### src/tlc_pkg.sv
package tlc_pkg;

  localparam int unsigned AddrW       = 32;
  localparam int unsigned CountW      = 32;
  localparam int unsigned OutcomeW    = 2;
  localparam int unsigned LfsrW       = 16;
  localparam int unsigned BlockBytesD = 64;
  localparam int unsigned L1SetsD     = 512;
  localparam int unsigned L1WaysD     = 2;
  localparam int unsigned L2SetsD     = 2048;
  localparam int unsigned L2WaysD     = 8;
  localparam logic [LfsrW-1:0] LfsrSeed = 16'hACE1;

  // Outcome codes of one access.
  localparam logic [OutcomeW-1:0] OutL1Hit  = 2'd0;
  localparam logic [OutcomeW-1:0] OutL2Hit  = 2'd1;
  localparam logic [OutcomeW-1:0] OutMissed = 2'd2;

  // One step of the victim LFSR (taps 16, 14, 13, 11, shifting right).
  function automatic logic [LfsrW-1:0] lfsr_step(input logic [LfsrW-1:0] s);
    logic b;
    b = s[0] ^ s[2] ^ s[3] ^ s[5];
    return {b, s[LfsrW-1:1]};
  endfunction

endpackage

### src/tlc_front.sv
module tlc_front import tlc_pkg::*; #(
  parameter int unsigned Depth = 2
) (
  input  logic             clk_i,
  input  logic             rst_ni,
  input  logic             valid_i,
  output logic             stall_o,
  input  logic [AddrW-1:0] address_i,
  output logic             q_valid_o,
  input  logic             q_pop_i,
  output logic [AddrW-1:0] q_address_o
);

  localparam int unsigned PtrW = (Depth > 1) ? $clog2(Depth) : 1;

  logic [AddrW-1:0] fifo_q [Depth];
  logic [PtrW-1:0]  wr_q, wr_d, rd_q, rd_d;
  logic [PtrW:0]    cnt_q, cnt_d;
  logic             push;

  // Accept a transfer whenever the queue has room.
  assign stall_o     = (cnt_q == (PtrW+1)'(Depth));
  assign push        = valid_i && !stall_o;
  assign q_valid_o   = (cnt_q != '0);
  assign q_address_o = fifo_q[rd_q];

  always_comb begin
    wr_d  = wr_q;
    rd_d  = rd_q;
    cnt_d = cnt_q;
    if (push) begin
      wr_d = (wr_q == PtrW'(Depth-1)) ? '0 : wr_q + 1'b1;
    end
    if (q_pop_i) begin
      rd_d = (rd_q == PtrW'(Depth-1)) ? '0 : rd_q + 1'b1;
    end
    cnt_d = cnt_q + (PtrW+1)'(push) - (PtrW+1)'(q_pop_i);
  end

  always_ff @(posedge clk_i or negedge rst_ni) begin
    if (!rst_ni) begin
      wr_q  <= '0;
      rd_q  <= '0;
      cnt_q <= '0;
    end else begin
      wr_q  <= wr_d;
      rd_q  <= rd_d;
      cnt_q <= cnt_d;
    end
  end

  always_ff @(posedge clk_i) begin
    if (push) begin
      fifo_q[wr_q] <= address_i;
    end
  end

endmodule

### config.mk
export PLATFORM = sky130hd
export DESIGN_NAME = tlc_front
export DESIGN_NICKNAME = d
export VERILOG_FILES = /design/src/tlc_pkg.sv /design/src/tlc_front.sv
export SDC_FILE = /design/constraint.sdc
export NUM_CORES = 1
export LEC_CHECK = 0
export ABC_CLOCK_PERIOD_IN_PS = 2810
export BUFFER_PORTS_ARGS = -buffer_cell sky130_fd_sc_hd__buf_2
export CAP_MARGIN = 20
export CORE_UTILIZATION = 54
export CTS_BUF_LIST = sky130_fd_sc_hd__clkbuf_2
export DETAILED_ROUTE_END_ITERATION = 6
export MAX_ROUTING_LAYER = met4
export PLACE_DENSITY = 0.81
export SLEW_MARGIN = 20
export SYNTH_ARGS = -nofsm -noshare
export SYNTH_HDL_FRONTEND = slang
export SYNTH_SLANG_ARGS = --single-unit
### constraint.sdc
create_clock -name clk_i -period 2.81 [get_ports clk_i]
set_clock_uncertainty 0.1 [all_clocks]
set_input_delay 0.4215 -clock clk_i [delete_from_list [all_inputs] [get_ports clk_i]]
set_output_delay 0.4215 -clock clk_i [all_outputs]
set_load 0.03 [all_outputs]
==> impl_metrics.toml <==
[global_route]
grt_use_total_pct = 18.1
first_global_vias = 1418
globalRoute.totalOverflow = 0
grt_antenna_before_repair = 0
grt_pass1_wl_mm = 6.38
grt_max_degree = 24

[drt]
drt_first_pass_iters = 4
dr.first_iter.drc_count = 100
total_wirelength_mm = 4.68
post_drt_via_cell_ratio = 4.77
drc = 0
drtAntennaViolNets = 0
dr_total_vias = 1442
routed_wire_length_per_instance_microns = 15.5

[critical_path]
critPathMaxFanout = 23
arrival_ns = 1.86
type_of_the_setup_path_with_the_least_slack = "flip-flop to output port"
reg2reg_depth = 4
setup.worst_path.end = "q_address_o[20]"
start_kind = "flip-flop"
r2r_setup_slack_ns = 0.86
critical_path.endpoint_type = "output port"
critical_path.reg2reg.endpoint = "fifo_q[0][12]"
regToRegStartpoint = "cnt_q[1]"
startpoint = "rd_q"
worst-endpoint-required_ns = 2.29

[die]
dieHeight_microns = 72.1
initial_core_util_pct = 56.2
core.rowCount = 25
io_pins = 70
die_area_sq_mm = 0.00520
floorplan.die.width_microns = 72.1
fp.coreArea_sq_mm = 0.00472

[timing]
max_clock_freq_ghz = 0.420
timing_worst_slew_pin_value_ns = 0.664
finalHoldViolations = 0
slew-limit-headroom_pct = 55.6
timing.final.crit_share_pct = 84.8
final_critical_path_setup_slack_ns = 0.427
final_report_setup_violation_count = 0
finalSetupTns_ns = 0
layout_min_cycle_time_ns = 2.38
final-max-slew-violation-count = 0
rsz0062_at_grt = "false"
holdWs_ns = 0.0948

[yosys]
synth_cell_type_count = 15
synthesis.area_per_instance_sq_um = 22.7
yosysSeqAreaShare_pct = 76.1
ys.warnings.count = 0
synth_cells = 117
syn_nets = 155
synth.cell_area_sq_mm = 0.00266
synth-seq-cells = 68

[finish]
fin_nets = 268
area_delta_synth_final_pct = 33.9
antenna_cells_inserted = 0
layout_commonest_cell = "sky130_fd_sc_hd__buf_2"
final_layout_size_suffix_gt1_share_pct = 52.3
layout_common_cells = "69 x sky130_fd_sc_hd__buf_2, 64 x sky130_fd_sc_hd__edfxtp_1, 33 x sky130_fd_sc_hd__dlygate4sd3_1, 29 x sky130_fd_sc_hd__mux2_4, 9 x sky130_fd_sc_hd__clkbuf_2"
final_util_pct = 75.3

[worst_hold_path]
type_of_the_tightest_min_delay_check = "primary input to flip-flop"
start_point_of_the_worst_hold_path = "q_pop_i"

[run_status]
outcome = "complete, no violations"

[cts]
worst_skew_pair.late_latency_ns = 0.44
clock_tree_from_tritoncts = "yes"
postCtsSetupBuffers = 0
cts.root.buffer_cell = "sky130_fd_sc_hd__clkbuf_2"
cts.hold.buffers_added = 10
max-clock-path-buffers = 2
numCtsBuffers = 9
clock_sink_count = 68
number_of_h_tree_branching_levels = 3
worst_setup_hold_path_clk_slew_ns = 0.15
ctsResizeCount = 0

[placement]
place_worst_setup_slack_ns = 0.888
hpwl_mm = 2.84
port_buffers = 69
gp_congestion = 0.703

[power_and_ir_drop]
power_leakage_nw = 1.47
total_power_mw = 3.69
vdd.ir_drop.worst_v = 0.000886
power.density_mw_per_mm2 = 1040

[run]
cap_viol_max_count = 0
==> cell usage after synthesis, drive strengths merged <==
| cell type | instances | area [sq um] |
|---|---|---|
| and3 | 1 | 6.26 |
| buf | 4 | 71.3 |
| dfrtp | 4 | 100 |
| edfxtp | 64 | 1920 |
| ha | 2 | 25.0 |
| inv | 2 | 7.51 |
| mux2 | 32 | 469 |
| nand2 | 1 | 3.75 |
| nand2b | 1 | 6.26 |
| nor2 | 1 | 3.75 |
| or2 | 1 | 6.26 |
| xnor2 | 3 | 26.3 |
| xor2 | 1 | 8.76 |
==> worst min path at each step <==
stage                                to  slack [ns]  cells after the start
after floorplan                cnt_q[0]        0.03                      0
after global placement         cnt_q[0]        0.13                      1
after detailed placement       cnt_q[0]        0.14                      1
after CTS                 fifo_q[1][10]      0.0007                      1
after global routing               rd_q        0.03                      2
final                              rd_q        0.09                      2
==> logic make-up (layout without fill, tap and decap cells) <==
| family | after synthesis | count (layout) | synth area share [%] |
|---|---|---|---|
| adder cells (fa/ha/maj) | 2 | 2 | 0.942 |
| AND/OR/NAND/NOR | 5 | 5 | 0.989 |
| flip-flops | 68 | 68 | 76.1 |
| XOR/XNOR | 4 | 4 | 1.32 |
| buffers and inverters | 6 | 124 | 2.97 |
| multiplexers | 32 | 32 | 17.7 |
==> metal layers <==
metal	up-vias	part of all wire [%]	track usage (%)
li1	682	-	-
met1	693	39	20.7
met2	56	53	28.6
met3	11	5.9	7.78
met4	0	1.9	6.75
met5	-	0	-
==> final cells by class <==
cell class / instances / area, sq um
clock buffer: 9 / 45.0
clock inverter: 7 / 115
fill: 294 / 1170
inverter: 2 / 7.51
multi-input combinational: 43 / 563
sequential: 68 / 2020
tap: 67 / 83.8
timing repair buffer: 106 / 718
==> where the power goes <==
| part | switching (mW) | total (mW) | internal (mW) |
|---|---|---|---|
| combinational | 0.858 | 1.48 | 0.618 |
| sequential | 0.116 | 1.50 | 1.39 |
| clock | 0.325 | 0.706 | 0.381 |
| total | 1.30 | 3.69 | 2.39 |
==> metrics by stage <==
stage                     cells  cell area, sq um
after global placement      253              3070
after global routing        302              3560
final                       302              3560
after detailed placement    253              3070
after CTS                   279              3330
after floorplan             117              2660
==> sequential cells by signal (all words and copies together) (netlist names) <==
register / cells
fifo_q: 64
cnt_q: 2
rd_q: 1
wr_q: 1
==> critical path, stage by stage, from the launching register on <==
cell and delay, ns:
sky130_fd_sc_hd__dfrtp_2 0.63, sky130_fd_sc_hd__buf_12 0.26, sky130_fd_sc_hd__mux2_2 0.36, sky130_fd_sc_hd__buf_2 0.18
No activity file was read; power rests on OpenSTA's default activity.
